<file path="config.mk">
export PLATFORM = sky130hd
export DESIGN_NAME = dna_kmer_rolling_encoder
export DESIGN_NICKNAME = d
export VERILOG_FILES = /design/src/rtl/core/dkre_pkg.sv /design/src/rtl/core/dna_kmer_rolling_encoder.sv
export SDC_FILE = /design/constraint.sdc
export NUM_CORES = 1
export LEC_CHECK = 0
export ABC_CLOCK_PERIOD_IN_PS = 17300
export BUFFER_PORTS_ARGS = -buffer_cell sky130_fd_sc_hd__buf_2
export CAP_MARGIN = 5
export CORE_ASPECT_RATIO = 1.4
export CORE_UTILIZATION = 61
export DETAILED_ROUTE_END_ITERATION = 8
export MAX_ROUTING_LAYER = met4
export PLACE_DENSITY = 0.84
export SLEW_MARGIN = 20
export SYNTH_ARGS = -nofsm -noshare
export SYNTH_HDL_FRONTEND = slang
export SYNTH_SLANG_ARGS = --single-unit
</file>
<file path="constraint.sdc">
create_clock -name clk -period 17.3 [get_ports clk]
set_clock_uncertainty 0.05 [all_clocks]
set_input_delay 0.865 -clock clk [delete_from_list [all_inputs] [get_ports clk]]
set_output_delay 0.865 -clock clk [all_outputs]
set_load 0.005 [all_outputs]
</file>
<file path="src/rtl/core/dkre_pkg.sv">
`default_nettype none
package dkre_pkg;
	localparam int KLEN_W     = 5;
	localparam int KMER_MAX   = 16;
	localparam int KMER_RST   = 12;
	localparam int CHAR_W     = 8;
	localparam int WORD_W     = 32;
	localparam int POS_W      = 5;   // 32 bases per plane word
	localparam int DATA_W     = 5 * WORD_W;

	localparam logic FUNC_BASE  = 1'b0;
	localparam logic FUNC_FLUSH = 1'b1;

	localparam logic [CHAR_W-1:0] CHAR_A = 8'h41;
	localparam logic [CHAR_W-1:0] CHAR_C = 8'h43;
	localparam logic [CHAR_W-1:0] CHAR_G = 8'h47;
	localparam logic [CHAR_W-1:0] CHAR_T = 8'h54;
	localparam logic [CHAR_W-1:0] CHAR_LOW_A = 8'h61;
	localparam logic [CHAR_W-1:0] CHAR_LOW_Z = 8'h7A;
	localparam logic [CHAR_W-1:0] CASE_DIFF  = 8'h20;

	localparam logic [1:0] CODE_A = 2'd0;
	localparam logic [1:0] CODE_C = 2'd1;
	localparam logic [1:0] CODE_G = 2'd2;
	localparam logic [1:0] CODE_T = 2'd3;

	typedef struct packed {
		logic unknown;
		logic [1:0] code;
	} base_code_t;

	// bit 0 is kmer_valid
	typedef struct packed {
		logic packed_word_valid;
		logic plane_words_valid;
		logic kmer_sampled;
		logic kmer_valid;
	} out_flags_t;

	function automatic base_code_t decode_base(input logic [CHAR_W-1:0] ch);
		logic [CHAR_W-1:0] up;
		base_code_t r;
		up = ch;
		if (ch >= CHAR_LOW_A && ch <= CHAR_LOW_Z) begin
			up = ch - CASE_DIFF;
		end
		r.unknown = 1'b0;
		case (up)
			CHAR_A: r.code = CODE_A;
			CHAR_C: r.code = CODE_C;
			CHAR_G: r.code = CODE_G;
			CHAR_T: r.code = CODE_T;
			default: begin
				r.code = CODE_A;
				r.unknown = 1'b1;
			end
		endcase
		return r;
	endfunction
endpackage
`default_nettype wire

</file>
<file path="src/rtl/core/dna_kmer_rolling_encoder.sv">
// Result path: input register, then result register; an item moves on when the result register is free.
// Throughput: one item per cycle while the result is not stalled; the k-mer and word accumulators update per item.
// A stalled result register holds; the input register takes one more item, then s_tready drops.
// Reset (arst_n low, async): stream state cleared, kmer_length back to 12, no result held.
`default_nettype none
module dna_kmer_rolling_encoder (
	input  logic                          clk,
	input  logic                          arst_n,
	input  logic                          cfg_valid,
	output logic                          cfg_ready,
	input  logic [dkre_pkg::KLEN_W-1:0]   cfg_data,    // kmer_length
	input  logic                          s_tvalid,
	output logic                          s_tready,
	input  logic [dkre_pkg::CHAR_W-1:0]   s_tdata,     // base_char
	input  logic [0:0]                    s_tuser,     // func
	output logic                          m_tvalid,
	input  logic                          m_tready,
	// kmer_value, plane_low_word, plane_high_word, unknown_word, packed_word
	output logic [dkre_pkg::DATA_W-1:0]   m_tdata,
	// kmer_valid, kmer_sampled, plane_words_valid, packed_word_valid
	output logic [3:0]                    m_tuser
);
	import dkre_pkg::*;

	logic [KLEN_W-1:0] klen_q;
	logic              valid_s1;
	logic              func_s1;
	logic [CHAR_W-1:0] char_s1;
	logic              out_free;
	logic              fire_s1;

	logic [WORD_W-1:0] shift_q, low_q, high_q, unk_q, pack_q;
	logic [KLEN_W-1:0] fill_q;
	logic [POS_W-1:0]  pos_q;

	logic [WORD_W-1:0] shift_d, low_d, high_d, unk_d, pack_d;
	logic [KLEN_W-1:0] fill_d;
	logic [POS_W-1:0]  pos_d;

	logic              m_valid_q;
	logic [DATA_W-1:0] m_data_q;
	out_flags_t        m_flags_q;
	logic [WORD_W-1:0] kmer_r, plow_r, phigh_r, unk_r, pack_r;
	out_flags_t        flags_r;

	assign cfg_ready = 1'b1;
	assign out_free  = !m_valid_q || m_tready;
	assign fire_s1   = valid_s1 && out_free;
	assign s_tready  = !valid_s1 || out_free;
	assign m_tvalid  = m_valid_q;
	assign m_tdata   = m_data_q;
	assign m_tuser   = m_flags_q;

	always_ff @(posedge clk or negedge arst_n) begin
		if (!arst_n) begin
			klen_q <= KLEN_W'(KMER_RST);
		end else if (cfg_valid && cfg_ready) begin
			klen_q <= cfg_data;
		end
	end

	always_ff @(posedge clk or negedge arst_n) begin
		if (!arst_n) begin
			valid_s1 <= 1'b0;
		end else if (s_tvalid && s_tready) begin
			valid_s1 <= 1'b1;
		end else if (fire_s1) begin
			valid_s1 <= 1'b0;
		end
	end

	always_ff @(posedge clk) begin
		if (s_tvalid && s_tready) begin
			func_s1 <= s_tuser[0];
			char_s1 <= s_tdata;
		end
	end

	always_comb begin
		base_code_t        bc;
		logic [KLEN_W-1:0] keff;
		logic [KLEN_W-1:0] kmin1;
		logic [KLEN_W-1:0] sh_amt;
		bc      = decode_base(char_s1);
		keff    = klen_q;
		if (klen_q == '0) begin
			keff = KLEN_W'(1);
		end else if (klen_q > KLEN_W'(KMER_MAX)) begin
			keff = KLEN_W'(KMER_MAX);
		end
		kmin1   = keff - KLEN_W'(1);
		sh_amt  = {kmin1[3:0], 1'b0};

		shift_d = shift_q;
		fill_d  = fill_q;
		pos_d   = pos_q;
		low_d   = low_q;
		high_d  = high_q;
		unk_d   = unk_q;
		pack_d  = pack_q;
		kmer_r  = '0;
		plow_r  = '0;
		phigh_r = '0;
		unk_r   = '0;
		pack_r  = '0;
		flags_r = '0;

		if (func_s1 == FUNC_FLUSH) begin
			if (pos_q != '0) begin
				plow_r  = low_q;
				phigh_r = high_q;
				unk_r   = unk_q;
				flags_r.plane_words_valid = 1'b1;
			end
			if (pos_q[3:0] != 4'd0) begin
				pack_r = pack_q;
				flags_r.packed_word_valid = 1'b1;
			end
			shift_d = '0;
			fill_d  = '0;
			pos_d   = '0;
			low_d   = '0;
			high_d  = '0;
			unk_d   = '0;
			pack_d  = '0;
		end else begin
			if (!bc.unknown) begin
				shift_d = (shift_q >> 2) | (WORD_W'(bc.code) << sh_amt);
				if (fill_q < KLEN_W'(KMER_MAX)) begin
					fill_d = fill_q + KLEN_W'(1);
				end
				low_d  = low_q  | (WORD_W'(bc.code[0]) << pos_q);
				high_d = high_q | (WORD_W'(bc.code[1]) << pos_q);
				pack_d = pack_q | (WORD_W'(bc.code) << {pos_q[3:0], 1'b0});
				if (fill_d >= keff) begin
					flags_r.kmer_valid   = 1'b1;
					flags_r.kmer_sampled = (2'(pos_q[1:0] + 2'd1 - keff[1:0]) == 2'd0);
				end
			end else begin
				shift_d = '0;
				fill_d  = '0;
				unk_d   = unk_q | (WORD_W'(1) << pos_q);
			end
			kmer_r = shift_d;
			// emit and restart the plane words on the last of 32 bases
			if (pos_q == '1) begin
				plow_r  = low_d;
				phigh_r = high_d;
				unk_r   = unk_d;
				flags_r.plane_words_valid = 1'b1;
				low_d  = '0;
				high_d = '0;
				unk_d  = '0;
			end
			if (pos_q[3:0] == 4'hF) begin
				pack_r = pack_d;
				flags_r.packed_word_valid = 1'b1;
				pack_d = '0;
			end
			pos_d = pos_q + POS_W'(1);
		end
	end

	always_ff @(posedge clk or negedge arst_n) begin
		if (!arst_n) begin
			shift_q <= '0;
			fill_q  <= '0;
			pos_q   <= '0;
			low_q   <= '0;
			high_q  <= '0;
			unk_q   <= '0;
			pack_q  <= '0;
		end else if (fire_s1) begin
			shift_q <= shift_d;
			fill_q  <= fill_d;
			pos_q   <= pos_d;
			low_q   <= low_d;
			high_q  <= high_d;
			unk_q   <= unk_d;
			pack_q  <= pack_d;
		end
	end

	always_ff @(posedge clk or negedge arst_n) begin
		if (!arst_n) begin
			m_valid_q <= 1'b0;
		end else if (fire_s1) begin
			m_valid_q <= 1'b1;
		end else if (m_tready) begin
			m_valid_q <= 1'b0;
		end
	end

	always_ff @(posedge clk) begin
		if (fire_s1) begin
			m_data_q  <= {pack_r, unk_r, phigh_r, plow_r, kmer_r};
			m_flags_q <= flags_r;
		end
	end
endmodule
`default_nettype wire

</file>
==> results of run 1 <==
-- power breakdown --
group	total [W]	switching [W]	internal, W
sequential	0.000938	0.0000257	0.000912
combinational	0.000162	0.000118	0.0000432
clock	0.000654	0.000288	0.000366
total	0.00175	0.000432	0.00132
-- cell usage after synthesis, types with 6 or more instances --
master / instances / area share [%]
nand2_1: 145 / 3.8
nor2b_1: 6 / 0.27
mux2_2: 16 / 1.3
buf_2: 13 / 0.46
a21oi_1: 44 / 1.6
clkbuf_1: 44 / 1.2
nand2b_1: 8 / 0.35
o21a_1: 6 / 0.32
inv_1: 15 / 0.40
nor3_1: 24 / 0.85
nand3_1: 14 / 0.50
a22o_1: 129 / 8.0
ha_1: 16 / 1.4
nor2_1: 69 / 1.8
o21ai_0: 110 / 3.9
edfxtp_1: 173 / 37
or3_1: 7 / 0.31
dfrtp_1: 173 / 31
and2_1: 27 / 1.2
nand3b_1: 7 / 0.37
-- critical path, delay by kind of cell (launching register included) --
kind,cells,cell delay [ns]
fa+ha+maj,2,0.68
compound gates,2,0.42
simple gates,3,0.63
flops,1,0.68
buf+inv,1,0.80
-- sequential cells by signal (all words and copies together) (netlist names) --
name / count
unk_q: 32
m_tuser: 4
klen_q: 5
valid_s1: 1
low_q: 32
high_q: 32
shift_q: 30
pack_q: 32
m_tdata: 160
func_s1: 1
char_s1: 8
fill_q: 5
pos_q: 5
m_tvalid: 1
-- area by class of cell --
type / instances / area share [%]
Clock inverter: 14 / 0.7466
Clock buffer: 41 / 5.126
Tap cell: 301 / 2.317
Timing Repair Buffer: 198 / 6.350
Multi-Input combinational cell: 686 / 26.18
Inverter: 15 / 0.3771
Sequential cell: 348 / 58.91
-- final timing paths --
kind	startpoint	end	slack, ns
worst min register to register	unk_q[18]	unk_q[18]	0.43
min in group clk	unk_q[18]	unk_q[18]	0.43
worst max register to register	pos_q[0]	m_tdata[92]	13.73
worst min-delay path	arst_n	shift_q[20]	0.20
worst max-delay path	pos_q[0]	m_tdata[92]	13.73
max in group asynchronous	arst_n	high_q[6]	15.04
-- metrics by stage --
step                      setup slack (ns)  power (W)  std cells  hold slack [ns]
final                                13.73   0.001754       1603           0.2037
after global routing                 13.60   0.001811       1603           0.2317
after CTS                            13.81   0.001758       1603           0.2140
after detailed placement             13.35   0.001114       1548           0.4201
after global placement               13.45   0.001107       1548           0.4108
after floorplan                      10.40   0.001048       1115           0.3989
-- routing by layer --
metal  vias up  global-route usage, %  part of all wire [%]
met2       562                  48.06                    51
met5         -                      -                     0
met3        96                  2.844                   7.0
met1      4913                  36.66                    37
li1       4403                      -                     -
met4         0                  12.64                   4.5
-- cells by family after synthesis --
group / share of synthesized area [%]
adders and majority gates: 1.416
and+or+nand+nor: 11.72
other: 0.02653
AOI/OAI and AO/OA: 14.94
xor gates and xnor gates: 0.4337
buffers and inverters: 2.451
DFF: 67.74
muxes: 1.274
-- placed cells by master (no fill, tap or decap), types with 3 or more instances in the layout --
| cell | synthesis | final |
|---|---|---|
| edfxtp_1 | 173 | 173 |
| nand3b_1 | 7 | 7 |
| nand3_1 | 14 | 14 |
| nand2b_1 | 8 | 8 |
| ha_1 | 16 | 16 |
| xor2_1 | 3 | 3 |
| xnor2_1 | 4 | 4 |
| clkinv_2 | 0 | 4 |
| nor4_4 | 4 | 4 |
| nor2b_1 | 6 | 6 |
| clkinv_1 | 0 | 5 |
| o21a_1 | 6 | 6 |
| nor3_1 | 24 | 24 |
| clkbuf_16 | 0 | 31 |
| nand2_1 | 145 | 145 |
| a31oi_1 | 3 | 3 |
| nor3_2 | 3 | 3 |
| clkbuf_1 | 44 | 8 |
| a21oi_1 | 44 | 44 |
| buf_4 | 3 | 14 |
| o31ai_1 | 4 | 4 |
| nor2_1 | 69 | 69 |
| dfrtp_1 | 173 | 173 |
| a22o_1 | 129 | 129 |
| inv_1 | 15 | 14 |
| or3_1 | 7 | 7 |
| nor4_1 | 3 | 3 |
| and2_1 | 27 | 27 |
| buf_2 | 13 | 183 |
| mux2_2 | 16 | 16 |
| o21ai_0 | 110 | 110 |
==> results.py, run 1 <==
metrics = {
    "layout": {
        "antenna_cells": 0,
        "n_fill_cell": 1542,
        "utilization_pct": 71.90,
        "ff_latch_area_sq_um": 9577,
        "fin_area_sq_um": 16260,
        "areaGrowthSynthToFinish_pct": 14.99,
        "final_nets": 1314,
        "multiInputGateArea_sq_um": 4255,
        "drive_above_1_share_pct": 21.66,
    },
    "critical_path": {
        "crit_path_top_delay_cell": "buf_4",
        "crit_required_ns": 17.57,
        "path_cells": "ha_1, and3_1, ha_1, nor2_1, a41oi_4, buf_4, nand2_1, o21ai_0",
        "startpoint_type": "flip-flop",
        "cpMostUsedCell": "ha_1",
        "cp-end-kind": "flip-flop",
        "arrival_ns": 3.84,
        "cp_max_fo": 97,
        "cpPeakStageDelay_ns": 0.80,
        "critPathKind": "reg2reg",
        "ff2ff_path_depth": 8,
    },
    "min_path": {
        "min_path_type": "in2async",
    },
    "synthesis": {
        "synth-edff-count": 173,
        "ys_seq_elements": 348,
        "syn-instance-count": 1115,
        "async_flop_share_pct": 50.29,
        "synth-seq-area-share_pct": 67.74,
        "synth_area_sq_um": 14140,
        "postSynthAreaPerCell_sq_um": 12.68,
        "synth_ff_type": "edfxtp_1",
        "syn_nets": 1150,
        "synth_cell_types": 55,
        "yosysWarnings": 0,
    },
    "timing": {
        "period_minus_slack_ns": 3.571,
        "max_slew_margin_pct": 23.06,
        "worst_pin_slew_ns": 1.145,
        "setup_viol": 0,
        "drv_slew": 0,
        "maxClockFrequency_mhz": 280.1,
        "final.setup.tns_ns": 0,
        "rsz0062_at_grt": "no",
        "post-route-period-util_pct": 20.64,
        "final-hold-violation-count": 0,
    },
    "route": {
        "avgViaCountPerCell": 6.222,
        "vias": 9974,
        "wl_per_cell_microns": 20.55,
        "dr.first_iter.drc_count": 938,
        "drtPass1Iterations": 5,
        "ant_nets": 0,
        "drc": 0,
        "wirelength_microns": 32950,
    },
    "cts": {
        "clk_latency_ns": 0.56,
        "root_buffer": "clkbuf_16",
        "postCtsSetupRepairBufs": 0,
        "cts_tree": "yes",
        "clkSlewWorstSetupHoldPaths_ns": 0.07,
        "holdBufCountCts": 0,
        "cts-htree-levels": 1,
        "cts_buffers": 30,
        "ctsResizeCount": 0,
        "clock_path_buffers": 3,
        "cts_sinks": 348,
    },
    "run": {
        "cap_viol_max_count": 0,
    },
    "floorplanning": {
        "die_x_microns": 130.7,
        "die_h_microns": 182.1,
        "start_util_pct": 62.53,
        "std_cell_rows": 65,
        "fp.dieArea_sq_um": 23800,
        "core_sq_um": 22610,
        "io_pins": 186,
    },
    "placement": {
        "port_buffers": 184,
        "placed_area_sq_um": 15300,
        "hpwl_microns": 21420,
        "gp_congestion": 0.8671,
    },
    "status": {
        "status": "finished, final reports clean",
    },
    "global_route": {
        "grt_pass1_wl_microns": 51190,
        "antenna_found_initial": 0,
        "grt_pass1_vias": 9592,
        "grt_usage_pct": 29.13,
        "grt_max_degree": 116,
        "gr-total-overflow": 0,
    },
    "power_and_ir_drop": {
        "powerDensity_nw_per_um2": 107.9,
        "ir_drop_mv": 0.09816,
        "p_leak_nw": 6.822,
    },
}
Power figures use the tool's default switching activity.
==> run 2: changes to the inputs <==
Settings changed: ABC_AREA set to 1, ABC_CLOCK_PERIOD_IN_PS 17300 to 3300, CORE_UTILIZATION 61 to 58, PLACE_DENSITY 0.84 to 0.79.
Clock period 17.3 ns to 3.3 ns, I/O delays scaled along.
==> run 2 against run 1 <==
  * Worst hold slack got worse by 0.010 ns
  * Combinational power increased to 10 times the previous value
  * Largest power group unchanged
  * Non-clock buffer count increased by 44
  * Critical path type unchanged
  * Critical endpoint is now m_tdata[51]
  * Sequential share of layout area decreased by 6.0 points
  * Global-route usage increased by 0.62 points
  * Maximum frequency increased by 32%
==> results.py, run 2 <==
metrics = {
    "global_route": {
        "grt_pass1_wl_microns": 62690,
        "use_met1_pct": 36.23,
        "met3_usage_pct": 4.247,
        "grt_max_degree": 97,
        "grt_pass1_vias": 12224,
        "antenna_found_initial": 0,
        "grt_usage_pct": 29.74,
        "grt_busiest_layer": "met2",
        "grt.met2_usage_pct": 49.73,
        "gr-total-overflow": 0,
    },
    "floorplanning": {
        "start_util_pct": 59.43,
        "die_x_microns": 140.7,
        "die_h_microns": 196.1,
        "io_pins": 186,
        "fp.dieArea_sq_um": 27590,
        "std_cell_rows": 70,
        "core_sq_um": 26280,
    },
    "min_path": {
        "min_path_type": "in2async",
    },
    "power_and_ir_drop": {
        "combPwrFrac_pct": 16.5,
        "seqPwrFrac_pct": 49.9,
        "p_clk_share_pct": 33.6,
        "p_switching_w": 0.002892,
        "switching_share_pct": 28.47,
        "p_leak_nw": 7.206,
        "p_int_w": 0.007266,
        "ir_drop_mv": 0.4939,
        "powerDensity_nw_per_um2": 561.2,
    },
    "route": {
        "drtPass1Iterations": 7,
        "drc": 0,
        "vias": 12586,
        "wl_per_cell_microns": 18.35,
        "wirelength_microns": 39360,
        "avgViaCountPerCell": 5.868,
        "ant_nets": 0,
        "dr.first_iter.drc_count": 1138,
    },
    "critical_path": {
        "critPathKind": "reg2reg",
        "cp-end-kind": "flip-flop",
        "cp_max_fo": 16,
        "crit_required_ns": 3.65,
        "worst-r2r-setup-slack_ns": 0.59,
        "arrival_ns": 3.07,
        "startpoint_type": "flip-flop",
    },
    "run": {
        "cap_viol_max_count": 0,
    },
    "synthesis": {
        "synth_area_leader_cell": "edfxtp_1",
        "yosysWarnings": 0,
        "yosysMostFrequentCell": "nand2_1",
        "synth_ff_type": "edfxtp_1",
        "ys_seq_elements": 348,
        "syn-instance-count": 1618,
        "syn_nets": 1653,
        "yosysTopAreaCellShare_pct": 33.27,
        "synth-seq-area-share_pct": 61.33,
        "synth-edff-count": 173,
        "yosys-top-cells-area": "edfxtp_1 33%, dfrtp_1 28%, a21oi_1 9.3%, nand2_1 8.8%, inv_1 3.6%",
        "synth_cell_types": 48,
        "postSynthAreaPerCell_sq_um": 9.651,
        "async_flop_share_pct": 50.29,
        "synth_commonest_cells": "367 x nand2_1, 291 x a21oi_1, 173 x dfrtp_1, 173 x edfxtp_1, 148 x inv_1",
        "synth_area_sq_um": 15610,
    },
    "timing": {
        "drv_slew": 0,
        "max_slew_margin_pct": 41.07,
        "final.setup.tns_ns": 0,
        "post-route-period-util_pct": 82.21,
        "setup_viol": 0,
        "maxClockFrequency_mhz": 368.6,
        "worst_pin_slew_ns": 0.8840,
        "final-hold-violation-count": 0,
        "period_minus_slack_ns": 2.713,
        "rsz0062_at_grt": "no",
    },
    "layout": {
        "layout_commonest_cell": "nand2_1",
        "final_cell_mix": "365 x nand2_1, 291 x a21oi_1, 183 x buf_2",
        "fin_area_sq_um": 18100,
        "areaGrowthSynthToFinish_pct": 15.91,
        "final_nets": 1832,
        "largest_register_ff_count": 160,
        "utilization_pct": 68.88,
        "drive_above_1_share_pct": 17.63,
        "antenna_cells": 0,
    },
    "placement": {
        "port_buffers": 184,
        "gp_congestion": 0.8784,
        "hpwl_microns": 24600,
        "placed_area_sq_um": 16850,
    },
    "cts": {
        "clk_latency_ns": 0.56,
        "root_buffer": "clkbuf_16",
        "cts_tree": "yes",
        "cts_sinks": 348,
        "cts-htree-levels": 1,
        "clkSlewWorstSetupHoldPaths_ns": 0.07,
        "clock_path_buffers": 3,
        "cts_buffers": 31,
        "postCtsSetupRepairBufs": 0,
    },
    "status": {
        "status": "finished, final reports clean",
    },
}
[run 2: cell count changes in the layout (fill, tap and decap cells not counted), moves of 15 or more]
| cell | change |
|---|---|
| a21oi_1 | +247 |
| a22o_1 | -129 |
| a22oi_1 | +32 |
| and2_1 | -27 |
| dlygate4sd3_1 | +28 |
| inv_1 | +132 |
| mux2_2 | -15 |
| nand2_1 | +220 |
| nand3_1 | +20 |
| nor3_1 | +22 |
| o21ai_0 | -65 |
[run 2: cells by family after synthesis]
group                      count (synthesis)  share of synthesized area (%)
xor gates and xnor gates                   5                         0.3286
and+or+nand+nor                          573                          15.71
buffers and inverters                    253                          6.378
adders and majority gates                 16                          1.282
DFF                                      348                          61.33
AOI/OAI and AO/OA                        421                          14.88
other                                      1                        0.02402
muxes                                      1                        0.07211
[run 2: power by group through the flow]
stage	combinational (W)	clock, W	sequential [W]
floorplan	0.000888	0	0.00516
global placement	0.00159	0	0.00515
detailed placement	0.00162	0	0.00515
CTS	0.00166	0.00345	0.00507
global route	0.00182	0.00361	0.00509
finish	0.00168	0.00341	0.00507
[run 2: layout make-up]
class	count	area, sq um
flip-flops and latches	348	9578
repair buffers	242	1508
well taps	324	405.4
fillers	1927	8177
clock buffers	42	847.1
inverters	157	599.3
clock inverters	15	98.84
multi-input cells	1017	5062
[run 2: repair_timing]
| item | CTS | global route |
|---|---|---|
| hold buffers | 28 | 0 |
| endpoints found under the hold margin | 93 | 0 |
| resized for setup | 0 | 0 |
[run 2: metal layers]
metal,wire length [microns],vias up
met5,0,-
met2,20110,594
li1,-,5819
met1,14840,6064
met3,2788,109
met4,1627,0
[run 2: stage by stage]
stage / total power [W] / hold slack [ns] / setup WS (ns) / instances
6_report: 0.01016 / 0.1934 / 0.5871 / 2145
3_3_place_gp: 0.006737 / 0.2477 / 0.6951 / 2059
5_1_grt: 0.01053 / 0.2654 / 0.3723 / 2145
3_5_place_dp: 0.006766 / 0.2456 / 0.5227 / 2059
2_1_floorplan: 0.006049 / -0.1806 / 0.6432 / 1618
4_1_cts: 0.01017 / 0.2257 / 0.5263 / 2144
[run 2: critical path: stages, from the launching register on]
cell and delay (ns):
edfxtp_1 0.39, inv_1 0.06, ha_1 0.29, inv_1 0.05, nand2_1 0.05, nand4_1 0.07
nand3_1 0.11, nor2_2 0.15, nand2_1 0.11, nand2_4 0.22, nand2_1 0.24, nor3_1 0.44
a21oi_1 0.16, a21oi_1 0.16
[run 2: worst paths after layout]
kind | endpoint | cells after the start | start
worst max-delay path | m_tdata[51] | 13 | char_s1[5]
worst min-delay path | m_tvalid | 2 | arst_n
worst max register to register | m_tdata[51] | 13 | char_s1[5]
worst min register to register | shift_q[16] | 2 | shift_q[16]
max in group asynchronous | unk_q[5] | 3 | arst_n
min in group clk | func_s1 | 2 | s_tuser
